## src/sv/key_gesture_classifier_macros.svh

```systemverilog
// assertion macros for the key gesture classifier
`ifndef KEY_GESTURE_CLASSIFIER_MACROS_SVH
`define KEY_GESTURE_CLASSIFIER_MACROS_SVH

// condition implies consequence in the same cycle
`define KGC_ASSERT_SAME(label, cond, cons) \
  label: assert property (@(posedge clk) disable iff (!rst_n) (cond) |-> (cons)) \
    else $error("key gesture classifier check failed");

// condition implies consequence in the next cycle
`define KGC_ASSERT_NEXT(label, cond, cons) \
  label: assert property (@(posedge clk) disable iff (!rst_n) (cond) |=> (cons)) \
    else $error("key gesture classifier check failed");

`endif

```

## src/sv/kgc_pkg.sv

```systemverilog
// shared types and constants of the key gesture classifier
`default_nettype none

package kgc_pkg;

  // field widths
  localparam int unsigned KeyW     = 10;
  localparam int unsigned KvalW    = 2;
  localparam int unsigned MsW      = 16;
  localparam int unsigned CfgIdxW  = 2;
  localparam int unsigned InDataW  = 16;
  localparam int unsigned OutDataW = 16;

  // register reset values
  localparam logic [MsW-1:0] DoubleClickMsReset = 16'd300;
  localparam logic [MsW-1:0] LongPressMsReset   = 16'd800;
  localparam logic [MsW-1:0] MsSaturate         = 16'hFFFF;

  // register indexes
  localparam logic [CfgIdxW-1:0] CfgDoubleClick = 2'd0;
  localparam logic [CfgIdxW-1:0] CfgLongPress   = 2'd1;

  // item kind
  localparam logic FuncTick = 1'b0;
  localparam logic FuncKey  = 1'b1;

  // key event values
  localparam logic [KvalW-1:0] KvRelease = 2'd0;
  localparam logic [KvalW-1:0] KvPress   = 2'd1;

  // keys with alternating long-press index
  localparam logic [KeyW-1:0] KeyPower   = 10'd116;
  localparam logic [KeyW-1:0] KeyVolUp   = 10'd115;
  localparam logic [KeyW-1:0] KeyVolDown = 10'd114;

  typedef enum logic [1:0] {
    GEST_SINGLE = 2'd0,
    GEST_DOUBLE = 2'd1,
    GEST_LONG   = 2'd2
  } gesture_t;

endpackage

`default_nettype wire

```

## src/sv/key_gesture_classifier.sv

```systemverilog
// Key gesture classifier: single click, double click and long press detection.
// Throughput: one input beat per cycle; an input register feeds one compare-and-update
// stage that writes the result register, stalled only while a result waits downstream.
// Reset (rst_n low, synchronous): registers back to 300 ms and 800 ms, counters and
// click state cleared, release counter saturated, all pipeline valids cleared.
`default_nettype none

module key_gesture_classifier (
  input  wire logic                           clk,
  input  wire logic                           rst_n,
  // input stream
  input  wire logic                           in_tvalid,
  output logic                                in_tready,
  input  wire logic [kgc_pkg::InDataW-1:0]    in_tdata,  // key_id[9:0], key_value[11:10], zeros
  input  wire logic                           in_tuser,  // func: 0 tick, 1 key event
  // result stream
  output logic                                out_tvalid,
  input  wire logic                           out_tready,
  output logic [kgc_pkg::OutDataW-1:0]        out_tdata, // gesture[1:0], gesture_key[11:2],
                                                         // alternate_index[12], zeros
  // configuration writes
  input  wire logic                           cfg_valid,
  output logic                                cfg_ready,
  input  wire logic [kgc_pkg::CfgIdxW-1:0]    cfg_index,
  input  wire logic [kgc_pkg::MsW-1:0]        cfg_data
);

  import kgc_pkg::*;

`include "key_gesture_classifier_macros.svh"

  // configuration registers
  logic [MsW-1:0] double_click_ms_r;
  logic [MsW-1:0] long_press_ms_r;

  // input register
  logic            in_valid_r;
  logic            func_r;
  logic [KeyW-1:0] key_r;
  logic [KvalW-1:0] kval_r;

  // classifier state
  logic            key_held_r, key_held_nxt;
  logic [1:0]      clicks_pending_r, clicks_pending_nxt;
  logic [KeyW-1:0] sequence_key_r, sequence_key_nxt;
  logic [MsW-1:0]  ms_since_press_r, ms_since_press_nxt;
  logic [MsW-1:0]  ms_since_release_r, ms_since_release_nxt;
  logic [2:0]      parity_r, parity_nxt;

  // result register
  logic            out_valid_r;
  gesture_t        gesture_r, gesture_nxt;
  logic [KeyW-1:0] gesture_key_r, gesture_key_nxt;
  logic            alt_r, alt_nxt;
  logic            emit;
  logic            proc_fire;

  logic [MsW-1:0]  msp_inc;
  logic [MsW-1:0]  msr_inc;
  logic [1:0]      clicks_inc;

  // stage handshake
  assign proc_fire = in_valid_r && (!out_valid_r || out_tready);
  assign in_tready = !in_valid_r || proc_fire;
  assign cfg_ready = 1'b1;

  // saturating millisecond counters and click increment
  assign msp_inc    = (ms_since_press_r == MsSaturate) ? MsSaturate : ms_since_press_r + 1'b1;
  assign msr_inc    = (ms_since_release_r == MsSaturate) ? MsSaturate
                                                          : ms_since_release_r + 1'b1;
  assign clicks_inc = clicks_pending_r + 2'd1;

  // classify one beat
  always_comb begin
    key_held_nxt         = key_held_r;
    clicks_pending_nxt   = clicks_pending_r;
    sequence_key_nxt     = sequence_key_r;
    ms_since_press_nxt   = ms_since_press_r;
    ms_since_release_nxt = ms_since_release_r;
    parity_nxt           = parity_r;
    emit                 = 1'b0;
    gesture_nxt          = GEST_SINGLE;
    gesture_key_nxt      = sequence_key_r;
    alt_nxt              = 1'b0;
    if (func_r == FuncTick) begin
      ms_since_press_nxt   = msp_inc;
      ms_since_release_nxt = msr_inc;
      if (key_held_r) begin
        if (msp_inc >= long_press_ms_r) begin
          key_held_nxt       = 1'b0;
          clicks_pending_nxt = 2'd0;
          emit               = 1'b1;
          gesture_nxt        = GEST_LONG;
          // alternating index per special key
          if (sequence_key_r == KeyPower) begin
            alt_nxt       = parity_r[0];
            parity_nxt[0] = ~parity_r[0];
          end else if (sequence_key_r == KeyVolUp) begin
            alt_nxt       = parity_r[1];
            parity_nxt[1] = ~parity_r[1];
          end else if (sequence_key_r == KeyVolDown) begin
            alt_nxt       = parity_r[2];
            parity_nxt[2] = ~parity_r[2];
          end
        end
      end else if (clicks_pending_r == 2'd1 && msr_inc >= double_click_ms_r) begin
        clicks_pending_nxt = 2'd0;
        emit               = 1'b1;
        gesture_nxt        = GEST_SINGLE;
      end
    end else if (kval_r == KvPress) begin
      key_held_nxt       = 1'b1;
      ms_since_press_nxt = '0;
      if (key_r != sequence_key_r || ms_since_release_r >= double_click_ms_r) begin
        sequence_key_nxt   = key_r;
        clicks_pending_nxt = 2'd1;
      end else if (clicks_inc == 2'd2) begin
        key_held_nxt       = 1'b0;
        clicks_pending_nxt = 2'd0;
        emit               = 1'b1;
        gesture_nxt        = GEST_DOUBLE;
        gesture_key_nxt    = key_r;
      end else begin
        clicks_pending_nxt = clicks_inc;
      end
    end else if (kval_r == KvRelease) begin
      key_held_nxt         = 1'b0;
      ms_since_release_nxt = '0;
    end
  end

  // configuration registers
  always_ff @(posedge clk) begin
    if (!rst_n) begin
      double_click_ms_r <= DoubleClickMsReset;
      long_press_ms_r   <= LongPressMsReset;
    end else if (cfg_valid && cfg_ready) begin
      if (cfg_index == CfgDoubleClick) begin
        double_click_ms_r <= cfg_data;
      end else if (cfg_index == CfgLongPress) begin
        long_press_ms_r <= cfg_data;
      end
    end
  end

  // input register
  always_ff @(posedge clk) begin
    if (!rst_n) begin
      in_valid_r <= 1'b0;
    end else if (in_tready) begin
      in_valid_r <= in_tvalid;
    end
  end

  always_ff @(posedge clk) begin
    if (in_tvalid && in_tready) begin
      func_r <= in_tuser;
      key_r  <= in_tdata[KeyW-1:0];
      kval_r <= in_tdata[KeyW+KvalW-1:KeyW];
    end
  end

  // classifier state
  always_ff @(posedge clk) begin
    if (!rst_n) begin
      key_held_r         <= 1'b0;
      clicks_pending_r   <= 2'd0;
      sequence_key_r     <= '0;
      ms_since_press_r   <= '0;
      ms_since_release_r <= MsSaturate;
      parity_r           <= 3'b000;
    end else if (proc_fire) begin
      key_held_r         <= key_held_nxt;
      clicks_pending_r   <= clicks_pending_nxt;
      sequence_key_r     <= sequence_key_nxt;
      ms_since_press_r   <= ms_since_press_nxt;
      ms_since_release_r <= ms_since_release_nxt;
      parity_r           <= parity_nxt;
    end
  end

  // result register
  always_ff @(posedge clk) begin
    if (!rst_n) begin
      out_valid_r <= 1'b0;
    end else if (proc_fire) begin
      out_valid_r <= emit;
    end else if (out_tready) begin
      out_valid_r <= 1'b0;
    end
  end

  always_ff @(posedge clk) begin
    if (proc_fire && emit) begin
      gesture_r     <= gesture_nxt;
      gesture_key_r <= gesture_key_nxt;
      alt_r         <= alt_nxt;
    end
  end

  assign out_tvalid = out_valid_r;
  assign out_tdata  = {{(OutDataW-KeyW-3){1'b0}}, alt_r, gesture_key_r, gesture_r};

  // checks
  `KGC_ASSERT_SAME(a_pending_max_one, 1'b1, clicks_pending_r <= 2'd1)
  `KGC_ASSERT_SAME(a_held_has_pending, key_held_r, clicks_pending_r == 2'd1)
  `KGC_ASSERT_NEXT(a_emit_shows, proc_fire && emit, out_valid_r)
  `KGC_ASSERT_NEXT(a_no_emit_empty, proc_fire && !emit, !out_valid_r)

endmodule

`default_nettype wire
```

## config.mk

```make
export PLATFORM = sky130hd
export DESIGN_NAME = key_gesture_classifier
export DESIGN_NICKNAME = d
export VERILOG_FILES = /design/src/sv/kgc_pkg.sv /design/src/sv/key_gesture_classifier.sv
export VERILOG_INCLUDE_DIRS = /design/src /design/src/sv
export SDC_FILE = /design/constraint.sdc
export NUM_CORES = 1
export LEC_CHECK = 0
export ABC_AREA = 1
export BUFFER_PORTS_ARGS = -buffer_cell sky130_fd_sc_hd__clkbuf_2
export CAP_MARGIN = 20
export CORE_ASPECT_RATIO = 1.5
export CORE_MARGIN = 5
export CORE_UTILIZATION = 35
export CTS_CLUSTER_SIZE = 14
export DETAILED_ROUTE_END_ITERATION = 8
export GPL_TIMING_DRIVEN = 1
export MAX_ROUTING_LAYER = met4
export PLACE_DENSITY = 0.5
export SLEW_MARGIN = 20
export SYNTH_ARGS = -nofsm -noshare
export SYNTH_HDL_FRONTEND = slang
export SYNTH_SLANG_ARGS = --single-unit
```

## constraint.sdc

```tcl
create_clock -name clk -period 7.1 [get_ports clk]
set_input_delay 1.065 -clock clk [delete_from_list [all_inputs] [get_ports clk]]
set_output_delay 1.065 -clock clk [all_outputs]
set_load 0.1 [all_outputs]
```

==> metrics.txt <==
CTS Hold Bufs=0; total CTS buffers=9; sequential-to-total area share from yosys stat=40.2%; post_cts resized=0; Crit path required time=7.09 ns; Clk Tree Root Cell=clkbuf_16; Startpoint Class=flip-flop; area delta synth->final=11.6%; Tmin final=3.70 ns; Post-synth top cells=192 x nand2_1, 112 x inv_1, 82 x a21oi_1, 82 x dfxtp_1; largest cells by area after synthesis=dfxtp_1 27%, edfxtp_1 13%, nand2_1 12%; Final Instance Area=6730 um^2; worst setup path start=ms_since_release_r[0]$_SDFFE_PN1P_; WL/cell=14.0 um; n_diodes=0; first-pass GRT wire length=24,400 um; vias in the first global route=5,055; area of the multi-input gates=3040 um^2; slew margin rel.=37.2%; largest net degree at the start of global routing=60; crit path max fanout=13; top_reg_cell synth=dfxtp_1; IO Count=59; Initial Util=35.8%; die area=20,000 um^2; DRC=0; endpoint class of the critical path=flip-flop; Cells after Synth=799; share of cells above drive strength 1=11.2%; EDFF count, synth=26; Final Hold Viols=0; setup TNS=0 ns; Synth top area share=27.2%; Reg-to-Reg Start=ms_since_release_r[0]$_SDFFE_PN1P_; area of placed instances=6420 um^2; vias per cell=4.91; Leakage Power=3.06 nW; clk_skew=0.0150 ns; async set or reset register ratio after synthesis=0%; core area=16,800 um^2; WP data arrival=3.69 ns; clock slew at reported path FFs=0.08 ns; status=finished, final reports clean; gpl congestion=0.878; Yosys warning total=0; class of the most critical setup path=flip-flop to flip-flop; Die X-Extent=117 um; slew at the pin with the worst max-slew slack=0.941 ns; Die Span Y=171 um; worst skew pair latency=0.36 ns; PortBufs=50; Final setup viols=0; drt first pass iters=4; Core Util, Final=40.0%; initial antenna violation count=0; total chip power=0.00146 W; Seq cells post-synth=108; clock sinks=108; GRT overflow=0; final WL=14,600 um; Register Area=2420 um^2; CTS max path bufs=2; FMAX=271 MHz; VDD IR max=0.108 mV; unrepaired setup endpoints after global routing=false; hpwl dp=11,400 um; cell with the most instances after synthesis=nand2_1; Slew Viols, Final=0; fin nets=921; H-tree Lvls=3; largest area contributor in the netlist=dfxtp_1; antenna viol nets, final=0; Hold Crit Class=flip-flop to flip-flop; mapped cell area=6030 um^2; gr usage total=15.8%; P per Cell Area=216 nW/um^2; post-CTS setup buffer count=0; fillers=1,732; # rows=58; via count=5,134; hold wc startpoint=long_press_ms_r[11]$_SDFFE_PN0P_; Iter 0 DRT Violations=249; TritonCTS clock tree=done; period utilisation layout=52.1%; Avg Cell Area, Syn=7.55 um^2; maxcap violations=0; Cell variety after synth=40
[state kept, by name, summed over array words and instances, names as in the netlist, 2 cells and up]
| name | cells |
|---|---|
| parity_r | 3 |
| double_click_ms_r | 16 |
| clicks_pending_r | 2 |
| ms_since_press_r | 16 |
| gesture_r | 2 |
| ms_since_release_r | 16 |
| long_press_ms_r | 16 |
| kval_r | 2 |
| sequence_key_r | 10 |
| gesture_key_r | 10 |
| key_r | 10 |
[final timing paths]
path / endpoint / slack, ns / cells past startpoint
max: gesture_key_r[9]$_DFFE_PP_ / 3.40 / 19
min: long_press_ms_r[11]$_SDFFE_PN0P_ / 0.46 / 2
max reg2reg: gesture_key_r[9]$_DFFE_PP_ / 3.40 / 19
min reg2reg: long_press_ms_r[11]$_SDFFE_PN0P_ / 0.46 / 2
[stage by stage]
step | cells | hold slack [ns] | setup slack, ns
2_1_floorplan | 801 | 0.435 | 4.05
3_3_place_gp | 1030 | 0.444 | 3.45
3_5_place_dp | 1030 | 0.453 | 3.40
4_1_cts | 1046 | 0.465 | 3.38
5_1_grt | 1046 | 0.483 | 3.01
6_report | 1046 | 0.465 | 3.40
[report_power, final]
group	internal (W)	switching (W)	leakage, nW
combinational	0.0000939	0.000172	1.99
sequential	0.000653	0.0000173	0.919
clock	0.000256	0.000264	0.153
[placed cells by master (no fill, tap or decap), types with 26 or more instances in the layout]
cell type	n
ha_1	50
edfxtp_1	26
a21oi_1	82
nand2_1	192
inv_1	112
dfxtp_1	82
nand3_1	34
clkbuf_2	50
nor2_1	49
o21ai_0	47
[critical path, stage by stage, from the launching register on]
cell	delay [ns]
dfxtp_1	0.43
ha_1	0.24
nand3_2	0.14
nor3_4	0.22
nand3_2	0.14
nor2_2	0.14
nand2_1	0.08
nor2_2	0.11
nand2_1	0.07
nand2_1	0.08
nand3_2	0.09
ha_1	0.29
nand4_1	0.12
nor3_1	0.21
nand2_1	0.10
nand2_1	0.07
nand2_1	0.06
a21oi_1	0.12
nand3_1	0.12
inv_1	0.52
[cells by family after synthesis]
logic type                 count (synthesis)  share of synthesized area (%)
DFF                                      108                           40.2
adders and majority gates                 50                           10.4
AOI/OAI and AO/OA                        162                           14.8
other                                      2                          0.125
buffers and inverters                    146                           9.58
xor gates and xnor gates                  11                           1.60
and+or+nand+nor                          320                           23.4
[per-layer routing]
layer	part of all wire (%)	routed length [um]	vias to the layer above	track usage, %
met3	2.3	343	20	2.34
met5	0	0	-	-
met2	53	7790	72	27.6
li1	-	-	2677	-
met1	42	6190	2365	18.3
met4	1.9	272	0	5.34
[area by class of cell]
class                      instances  share of cell area (%)
multi-input combinational        547                    45.2
sequential                       108                    36.0
inverter                         112                    6.24
timing repair buffer              53                    4.05
tap                              210                    3.90
clock buffer                       9                    3.35
clock inverter                     7                    1.32
(Power assumes the default switching activity.)
